File: src/hdl/rmq_pkg.sv
`default_nettype none
package rmq_pkg;
  localparam int MaxElements = 1024;
  localparam int IdxW = 10;
  localparam int CntW = 11;
  localparam int ValW = 32;

  localparam logic OpLoad  = 1'b0;
  localparam logic OpQuery = 1'b1;

  typedef struct packed {
    logic load;
    logic q_start;
    logic rd_en;
    logic cmp;
    logic step;
  } cmd_t;

  typedef struct packed {
    logic q_ok;
    logic at_end;
  } sts_t;
endpackage
`default_nettype wire

File: src/hdl/rmq_ctrl.sv
`default_nettype none
module rmq_ctrl (
  input  wire            clk_i,
  input  wire            rst_ni,
  input  wire            start_i,
  input  wire            operation_i,
  input  wire  rmq_pkg::sts_t sts_i,
  output rmq_pkg::cmd_t  cmd_o,
  output logic           busy_o,
  output logic           done_o
);
  localparam logic [1:0] StIdle = 2'd0;
  localparam logic [1:0] StRead = 2'd1;
  localparam logic [1:0] StCmp  = 2'd2;
  localparam logic [1:0] StOut  = 2'd3;

  logic [1:0] state_q, state_d;
  logic       accept;

  assign accept = start_i && (state_q == StIdle);
  assign busy_o = (state_q != StIdle);
  assign done_o = (state_q == StOut);

  always_comb begin
    cmd_o         = '0;
    state_d       = state_q;
    cmd_o.load    = accept && (operation_i == rmq_pkg::OpLoad);
    cmd_o.q_start = accept && (operation_i == rmq_pkg::OpQuery);
    unique case (state_q)
      StIdle: begin
        if (cmd_o.q_start) begin
          state_d = sts_i.q_ok ? StRead : StOut;
        end
      end
      StRead: begin
        cmd_o.rd_en = 1'b1;
        state_d     = StCmp;
      end
      StCmp: begin
        cmd_o.cmp = 1'b1;
        if (sts_i.at_end) begin
          state_d = StOut;
        end else begin
          cmd_o.step = 1'b1;
          state_d    = StRead;
        end
      end
      StOut: begin
        state_d = StIdle;
      end
      default: state_d = StIdle;
    endcase
  end

  always_ff @(posedge clk_i or negedge rst_ni) begin
    if (!rst_ni) begin
      state_q <= StIdle;
    end else begin
      state_q <= state_d;
    end
  end
endmodule
`default_nettype wire

File: config.mk
export PLATFORM = sky130hd
export DESIGN_NAME = rmq_ctrl
export DESIGN_NICKNAME = d
export VERILOG_FILES = /design/src/hdl/rmq_pkg.sv /design/src/hdl/rmq_ctrl.sv
export SDC_FILE = /design/constraint.sdc
export NUM_CORES = 1
export LEC_CHECK = 0
export BUFFER_PORTS_ARGS = -buffer_cell sky130_fd_sc_hd__buf_2
export CORE_AREA = 2 2 39 41
export CTS_BUF_LIST = sky130_fd_sc_hd__clkbuf_16
export DETAILED_ROUTE_END_ITERATION = 6
export DIE_AREA = 0 0 41 43
export MAX_ROUTING_LAYER = met4
export SYNTH_ARGS = -nofsm -noshare
export SYNTH_HDL_FRONTEND = slang
export SYNTH_SLANG_ARGS = --single-unit
File: constraint.sdc
create_clock -name clk_i -period 1.15 [get_ports clk_i]
set_clock_uncertainty 0.2 [all_clocks]
set_input_delay 0.1725 -clock clk_i [delete_from_list [all_inputs] [get_ports clk_i]]
set_output_delay 0.1725 -clock clk_i [all_outputs]
set_load 0.05 [all_outputs]
# Yosys cells after proc, flatten, opt, wreduce, memory -nomap -nowiden
# Index checks and enable logic that the tools add are counted.
[word_totals] reg_bits=2 input_bits=6 out_inout_bits=7 word_cells=18
[classes] n_eq_ne=4 mux=7 bitwise_logic=1 n_reduce_logical=5
[ops] cell="$mux W2" count=4
[ops] cell="$pmux W2 S4" count=1
[ops] cell="$eq A2 B2 Y1 const B" count=2
[ops] cell="$logic_and A1 B1 Y1" count=3
[ops] cell="$eq A2 B1 Y1 const B" count=1
[ops] cell="$logic_not A2 Y1" count=1
[ops] cell="$mux W1" count=2
[ops] cell="$ne A2 B2 Y1 const B" count=1
[ops] cell="$reduce_bool A2 Y1" count=1
[ops] cell="$not A1 Y1" count=1

# Depth between registers and ports, before layout
# Gate-level depths: netlist of run 1.
[logic_depth] word_depth=5 ltp_mapped=2 ltp_nobuf=2

# Worst setup path after synthesis of run 1
# OpenSTA, ideal clock, no wires.
[synth_path] path_type="flip-flop to output port" startpoint="register state_q[1]" endpoint="output cmd_o[0] (netlist bit)" arrival_ns=1.679 t_required_ns=0.777 setup_slack_ns=-0.902 path_stages_with_launch=3 path_buffers=0 path_cell_list="dfrtp_1 nor2b_2 nor2b_1"
[synth_rtl] item="start, declared" line_no="rmq_ctrl.sv:17" text="logic [1:0] state_q, state_d;"
[synth_rtl] item="start signal, assigned" line_no="rmq_ctrl.sv:57" text="state_q <= StIdle;"
[synth_rtl] item="start signal, assigned" line_no="rmq_ctrl.sv:59" text="state_q <= state_d;"
[synth_rtl] item="end, declared" line_no="rmq_ctrl.sv:8" text="output rmq_pkg::cmd_t cmd_o,"

==> metrics.csv, run 1 <==
stage;metric;value;unit
logic_synthesis;yosys-top-cells-count;dfrtp_1, nor2_1, nor2b_1;
power;clkPwrFrac;32.9;%
logic_synthesis;ys_ff_latch;2;
logic_synthesis;ys_seq_area_share;36.0;%
clock_network;clk_pin_slew;0.03;ns
flow_run;drv_cap;0;
hold_path;hp-class;input port to flop;
power;powerDensity;3950;nW/um2
clock_network;htreeDepth;1;
global_route;grt_pass1_vias;178;
outcome;status;finished with violations;
finish;fillCellCount;148;
finish;ff_latch_area;50.0;um2
finish;syn2layout_area_growth;190;%
clock_network;clock_path_buffers;2;
routing;wl_per_cell;9.12;um
logic_synthesis;synth_top_area_cell;dfrtp_1;
logic_synthesis;synth-edff-count;0;
routing;drtAntennaViolNets;0;
global_route;grt_use_total;6.89;%
routing;drtIter0Drc;2;
setup_path;crit_fanout;4;
power;leakage;0.000194;uW
setup_path;worst-setup-path-type;flop to primary output;
setup_path;path_cells;or2_4, nor3b_4, buf_6;
routing;drc;0;
sta;setup_ws;-0.454;ns
sta;max_freq;623;MHz
power;power;1590;uW
routing;viasPerCell;3.42;
setup_path;cp-start-kind;flop;
floorplanning;io-pin-count;13;
power;p_sw_share;39.5;%
routing;drt-total-wl;456;um
sta;slew_violations;0;
logic_synthesis;synthCells;15;
finish;final_nets;42;
clock_network;cts_buffers;3;
global_route;grt_max_degree;6;
finish;top_regs;state_q x2;
global_route;antenna_found_initial;0;
setup_path;cp_data_arrival_time;1.23;ns
sta;holdWs;0.0501;ns
clock_network;cts.sinks;2;
global_route;overflow;0;
finish;largest_reg_flops;2;
placement;io_buffer_count;12;
logic_synthesis;ys_warn_count;0;
placement;gp_congestion;0.597;
sta;setup_tns;-2.41;ns
clock_network;cts_tree;built;
logic_synthesis;syn_nets;21;
sta;final-hold-violation-count;0;
floorplanning;floorplan.initialDensity;10.0;%
floorplanning;die_w;41;um
floorplanning;rows;14;
finish;insertedDiodeCount;0;
power;p_int;963;uW
logic_synthesis;synth.avg_cell_area;9.26;um2
clock_network;clkLatencyLatePin;0.22;ns
logic_synthesis;synth-async-reset-ratio;100;%
sta;max_slew_margin;89.9;%
power;p_switching;629;uW
logic_synthesis;netlist_area;139;um2
finish;drive_gt1_share;73.5;%
logic_synthesis;synth_top_area_share;36.0;%
setup_path;max_stage_delay;0.37;ns
routing;vias;171;
clock_network;clock-root-buffer;clkbuf_16;
sta;tightestPinTransition;0.151;ns
power;power_frac_comb;59.2;%
setup_path;critical_path_required;0.78;ns
logic_synthesis;synth_ff_type;dfrtp_1;
logic_synthesis;synth_area_leaders;dfrtp_1, nor2b_1, nor3b_2;
sta;finalSetupViolations;7;
routing;first_pass_iters;4;
global_route;grt_pass1_wl;655;um
finish;largest-register;state_q;
sta;period_needed;1.60;ns
setup_path;cp-end-kind;primary output;
sta;rsz0062_at_grt;true;
power;ir_drop;0.720;mV
setup_path;slowest_stage;dfrtp_1;
floorplanning;core;1380;um2
logic_synthesis;netlist-cell-type-count;12;
finish;fin_util;29.1;%
floorplanning;die_area;1760;um2
finish;multi_input_comb_area;114;um2
floorplanning;die_h;43;um
sta;fin_crit_sh;139;%
outcome;violations;setup timing;
power;sequentialPowerShare;7.9;%
routing by layer:
| metal | global-route usage (%) | vias to the layer above | share of wire [%] |
|---|---|---|---|
| li1 | - | 88 | - |
| met1 | 5.14 | 76 | 38 |
| met2 | 8.44 | 7 | 58 |
| met3 | 4.71 | 0 | 4.4 |
| met4 | 10.0 | 0 | 0 |
| met5 | - | - | 0 |
power by group through the flow:
stage          Sequential (uW)  Clock, uW  Combinational [uW]
2_1_floorplan              152          0                 539
3_3_place_gp               123          0                 739
3_5_place_dp               125          0                 741
4_1_cts                    126        538                 840
5_1_grt                    131        547                 990
6_report                   125        524                 943
layout make-up:
cell class | count | area share, %
tap | 16 | 4.97
multi-input combinational | 13 | 28.3
timing repair buffer | 16 | 35.7
sequential | 2 | 12.4
clock buffer | 3 | 18.6
worst max-delay path: cells and delay by family (launching register included):
| family | cells | cell delay, ns |
|---|---|---|
| buffers and inverters | 1 | 0.18 |
| DFF | 1 | 0.37 |
| and+or+nand+nor | 2 | 0.46 |
stage by stage:
| stage | instances | cell area, um2 | worst slack [ns] |
|---|---|---|---|
| global route | 50 | 403 | -0.489 |
| floorplan | 15 | 161 | -0.478 |
| detailed placement | 45 | 256 | -0.294 |
| CTS | 49 | 375 | -0.452 |
| global placement | 45 | 256 | -0.290 |
| finish | 50 | 403 | -0.454 |
cell families (layout without fill, tap and decap cells):
family,after synthesis,count (layout),synth area share [%]
buf+inv,0,19,0
simple gates,11,11,54.1
flops,2,2,36.0
compound gates,2,2,9.91
layout by cell type, fill, tap and decap left out, drive strengths merged, types with 2 or more instances in the layout:
cell / n
buf: 15
nor2b: 3
clkbuf: 3
nor2: 2
dfrtp: 2
worst paths after layout:
path                       slack [ns]  cells past startpoint       start         end
min in group asynchronous        0.07                      2      rst_ni  state_q[0]
max                             -0.45                      3  state_q[1]    cmd_o[4]
max in group asynchronous        0.59                      2      rst_ni  state_q[1]
min                              0.05                      3     start_i  state_q[0]
min reg2reg                      0.37                      2  state_q[0]  state_q[0]
max reg2reg                      0.03                      2  state_q[1]  state_q[1]
timing repair:
action,4_1_cts,5_1_grt
resized for setup,11,7
endpoints found under the hold margin,2,0
setup endpoints to repair,7,8
setup buffers,0,1
cloned,0,0
hold buffers,1,0
(Power assumes the default switching activity.)
==> run 2: changes to the inputs <==
CAP_MARGIN = 20   (was default)
HOLD_SLACK_MARGIN = 0.15   (was default)
==> run 2 against run 1 <==
The run still ends with setup timing left. Sequential power about the same. Cell count increased by 4.0%. Combinational power decreased by 4.5%. First-iteration DRC count decreased by 100%. Via count increased by 4.1%. Critical endpoint unchanged. Highest routed layer unchanged.
==> metrics.csv, run 2 (synthesis gave the netlist of run 1 again) <==
stage;metric;value;unit
outcome;status;finished with violations;
outcome;violations;setup timing;
global_route;grt_pass1_wl;710;um
floorplanning;die_w;41;um
routing;drt-total-wl;485;um
routing;drtAntennaViolNets;0;
setup_path;r2r_end;state_q[1];
global_route;grt_use_total;7.30;%
setup_path;reg2regPathDepth;2;
finish;largest_reg_flops;2;
setup_path;reg2reg_slack;0.03;ns
routing;drc;0;
finish;drive_gt1_share;69.4;%
sta;tightestPinTransition;0.248;ns
power;p_switching;625;uW
sta;rsz0062_at_grt;true;
finish;largest-register;state_q;
setup_path;cp-end-kind;primary output;
finish;final_nets;44;
sta;max_slew_margin;83.6;%
clock_network;post_cts_buffers;0;
power;ir_drop;0.706;mV
floorplanning;floorplan.initialDensity;10.0;%
hold_path;hp-class;input port to flop;
sta;setup_ws;-0.450;ns
finish;insertedDiodeCount;0;
finish;instances_no_fill;52;
routing;wl_per_cell;9.33;um
setup_path;critical_path_required;0.78;ns
power;p_sw_share;40.3;%
global_route;grt_max_degree;6;
floorplanning;rows;14;
global_route;antenna_found_initial;0;
placement;io_buffer_count;12;
setup_path;timing.rr.start;state_q[1];
clock_network;cts_hold_buf;4;
placement;post-place-cells;45;
finish;ff_latch_area;50.0;um2
sta;fin_crit_sh;139;%
finish;syn2layout_area_growth;205;%
power;leakage;0.000199;uW
setup_path;cp-startpoint;state_q[1];
setup_path;endpoint;cmd_o[4];
finish;top_regs;state_q x2;
clock_network;htreeDepth;1;
power;powerDensity;3660;nW/um2
sta;finalSetupViolations;7;
power;sequentialPowerShare;8.1;%
sta;period_needed;1.60;ns
clock_network;clock_path_buffers;2;
floorplanning;core;1380;um2
floorplanning;die_area;1760;um2
finish;layout_common_cells;buf_2, dlygate4sd3_1, buf_6;
routing;first_pass_iters;1;
global_route;overflow;0;
finish;multi_input_comb_area;118;um2
floorplanning;die_h;43;um
floorplanning;io-pin-count;13;
routing;viasPerCell;3.42;
setup_path;cp-start-kind;flop;
clock_network;clock-root-buffer;clkbuf_16;
global_route;grt_pass1_vias;193;
routing;vias;178;
flow_run;drv_cap;0;
setup_path;cp_data_arrival_time;1.23;ns
sta;max_freq;625;MHz
clock_network;clkLatencyLatePin;0.22;ns
power;clkPwrFrac;33.8;%
sta;final-hold-violation-count;0;
power;power_frac_comb;58.1;%
setup_path;worst-setup-path-type;flop to primary output;
finish;fillCellCount;150;
setup_path;crit_fanout;4;
finish;layout_commonest_cell;buf_2;
power;power;1550;uW
routing;drtIter0Drc;0;
power;p_int;925;uW
clock_network;clk_pin_slew;0.03;ns
clock_network;cts.sinks;2;
clock_network;cts_tree;built;
sta;slew_violations;0;
clock_network;cts_buffers;3;
placement;gp_congestion;0.597;
## run 2: cell type report
cell class                 count  share of cell area (%)
sequential                     2                    11.8
multi-input combinational     13                    27.8
clock buffer                   3                    17.8
tap                           16                    4.73
timing repair buffer          18                    37.9
## run 2: worst min path at each step
stage	start	end	slack, ns	cells past startpoint
4_1_cts	operation_i	state_q[0]	0.09	3
3_3_place_gp	rst_ni	state_q[1]	-0.24	1
3_5_place_dp	rst_ni	state_q[1]	-0.24	1
6_report	operation_i	state_q[0]	0.08	3
2_1_floorplan	rst_ni	state_q[0]	-0.32	0
5_1_grt	operation_i	state_q[0]	0.11	3
## run 2: layer usage
layer	vias up	track usage, %	share of wire (%)
met2	7	9.69	59
li1	92	-	-
met1	79	5.14	38
met3	0	4.71	3.3
met4	0	10.0	0
met5	-	-	0
## run 2: worst max-delay path, cell delays in order, from the launching register on
cell	delay, ns
dfrtp_1	0.37
or2_4	0.28
nor3b_4	0.18
buf_6	0.18
## run 2: per-stage QoR
stage	worst slack (ns)	util, %	hold slack, ns	TNS (ns)	instance area (um2)
floorplan	-0.478	-	-0.323	-1.73	161
global placement	-0.290	18.5	-0.240	-1.04	256
detailed placement	-0.294	18.5	-0.242	-1.09	256
CTS	-0.452	29.3	0.0895	-2.37	405
global route	-0.492	30.6	0.107	-2.66	423
finish	-0.450	30.6	0.0776	-2.33	423
## run 2: repair_timing
| action | in CTS | in global routing |
|---|---|---|
| pin swaps | 0 | 0 |
| setup endpoints to repair | 7 | 9 |
| endpoints found under the hold margin | 4 | 1 |
| resized for setup | 11 | 5 |
## run 2: power groups by stage
| stage | clock (uW) | sequential (uW) | combinational (uW) |
|---|---|---|---|
| 6_report | 523 | 125 | 901 |
| 2_1_floorplan | 0 | 152 | 539 |
| 3_5_place_dp | 0 | 125 | 741 |
| 3_3_place_gp | 0 | 123 | 739 |
| 4_1_cts | 538 | 126 | 848 |
| 5_1_grt | 547 | 132 | 951 |
==> run 3: changes to the inputs <==
GPL_TIMING_DRIVEN = 0   (was default)
==> run 3 against run 2 <==
The run still ends with setup timing left. Die area did not move. Largest cell class unchanged. Via count rose by 11%. Combinational power rose by 10%. Design area rose by 5.6%.
==> metrics.csv, run 3 (synthesis gave the netlist of run 1 again) <==
stage;metric;value;unit
outcome;status;finished with violations;
outcome;violations;setup timing;
floorplanning;die_area;1760;um2
sta;holdWs;0.0719;ns
routing;drt-total-wl;502;um
global_route;antenna_found_initial;0;
sta;fin_crit_sh;141;%
routing;drtIter0Drc;0;
sta;tightestPinTransition;0.146;ns
flow_run;drv_cap;0;
setup_path;max_stage_delay;0.40;ns
setup_path;reg2reg_slack;0.02;ns
sta;max_freq;618;MHz
finish;final_nets;46;
routing;drc;0;
global_route;grt_pass1_vias;213;
global_route;grt_max_degree;5;
sta;setup_ws;-0.469;ns
global_route;grt_pass1_wl;745;um
floorplanning;core;1380;um2
setup_path;endpoint;cmd_o[4];
setup_path;critical_path_required;0.78;ns
clock_network;cts_hold_buf;4;
clock_network;clkLatencyLatePin;0.22;ns
setup_path;path_cells;or2_4, nor3b_4, buf_6;
setup_path;cp-startpoint;state_q[0];
sta;rsz0062_at_grt;true;
routing;wl_per_cell;9.30;um
finish;layout_commonest_cell;buf_6;
floorplanning;io-pin-count;13;
setup_path;worst-setup-path-type;flop to primary output;
placement;hpwlAfterDp;273;um
finish;fin_util;32.3;%
sta;setup_tns;-2.56;ns
placement;gp_congestion;0.589;
floorplanning;floorplan.initialDensity;10.0;%
clock_network;clock-root-buffer;clkbuf_16;
global_route;overflow;0;
clock_network;cts_tree;built;
hold_path;hp-class;input port to flop;
routing;viasPerCell;3.65;
floorplanning;die_h;43;um
clock_network;cts.sinks;2;
clock_network;htreeDepth;1;
hold_path;hold_start;operation_i;
setup_path;reg2regPathDepth;2;
power;power;1650;uW
clock_network;clk_pin_slew;0.03;ns
routing;vias;197;
clock_network;cts_buffers;3;
placement;io_buffer_count;12;
setup_path;cp_data_arrival_time;1.25;ns
setup_path;crit_fanout;4;
setup_path;cp-end-kind;primary output;
sta;period_needed;1.62;ns
finish;layout_common_cells;buf_6, buf_4, buf_2;
setup_path;slowest_stage;dfrtp_2;
setup_path;cp-start-kind;flop;
floorplanning;die_w;41;um
sta;final-hold-violation-count;0;
sta;max_slew_margin;90.2;%
power;powerDensity;3700;nW/um2
clock_network;clock_path_buffers;2;
finish;largest_reg_flops;2;
floorplanning;rows;14;
finish;drive_gt1_share;73.7;%
power;ir_drop;0.682;mV
routing;drtAntennaViolNets;0;
finish;syn2layout_area_growth;222;%
sta;slew_violations;0;
setup_path;r2r_end;state_q[1];
global_route;grt_use_total;7.09;%
routing;first_pass_iters;1;
finish;top_regs;state_q x2;
finish;largest-register;state_q;
power;leakage;0.000219;uW
setup_path;timing.rr.start;state_q[0];
finish;insertedDiodeCount;0;
sta;finalSetupViolations;7;
==> run 3: worst min-delay path by stage <==
stage	end	depth (start not counted)	slack, ns
final	state_q[0]	3	0.07
after floorplan	state_q[0]	0	-0.32
after global routing	state_q[0]	3	0.10
after global placement	state_q[1]	1	-0.24
after detailed placement	state_q[0]	1	-0.24
after CTS	state_q[0]	3	0.08
==> run 3: metal layers <==
metal / up-vias / global-route usage, % / routed length (um)
met5: - / - / 0
met4: 0 / 10.0 / 0
met3: 0 / 1.57 / 18
met2: 7 / 11.3 / 317
met1: 93 / 4.81 / 166
li1: 97 / - / -
==> run 3: report_power, final <==
| part | internal, uW | total, uW | switching [uW] |
|---|---|---|---|
| Combinational | 455 | 993 | 538 |
| Sequential | 110 | 136 | 25.1 |
| Clock | 442 | 522 | 79.4 |
| Total | 1010 | 1650 | 643 |
==> run 3: repair_timing <==
action / CTS / global route
endpoints found under the setup margin: 8 / 10
endpoints found under the hold margin: 4 / 1
gates resized for setup: 14 / 5
pin swaps: 1 / 1
buffers inserted: 5 / 0
==> run 3: worst max-delay path, delay by kind of cell, from the launching register on <==
kind / cells / cell delay (ns)
simple gates: 2 / 0.44
flops: 1 / 0.40
buf+inv: 1 / 0.18
==> run 3: area by class of cell <==
class,instances,area [um2]
Timing Repair Buffer,20,183
Multi-Input combinational cell,13,118
Sequential cell,2,51.3
Tap cell,16,20.0
Fill cell,148,937
Clock buffer,3,75.1
==> run 3: stage by stage <==
stage / worst slack [ns] / cell area, um2 / instances
after detailed placement: -0.374 / 241 / 43
after CTS: -0.490 / 435 / 55
after global placement: -0.362 / 241 / 43
after floorplan: -0.478 / 161 / 15
final: -0.469 / 447 / 54
after global routing: -0.497 / 447 / 54
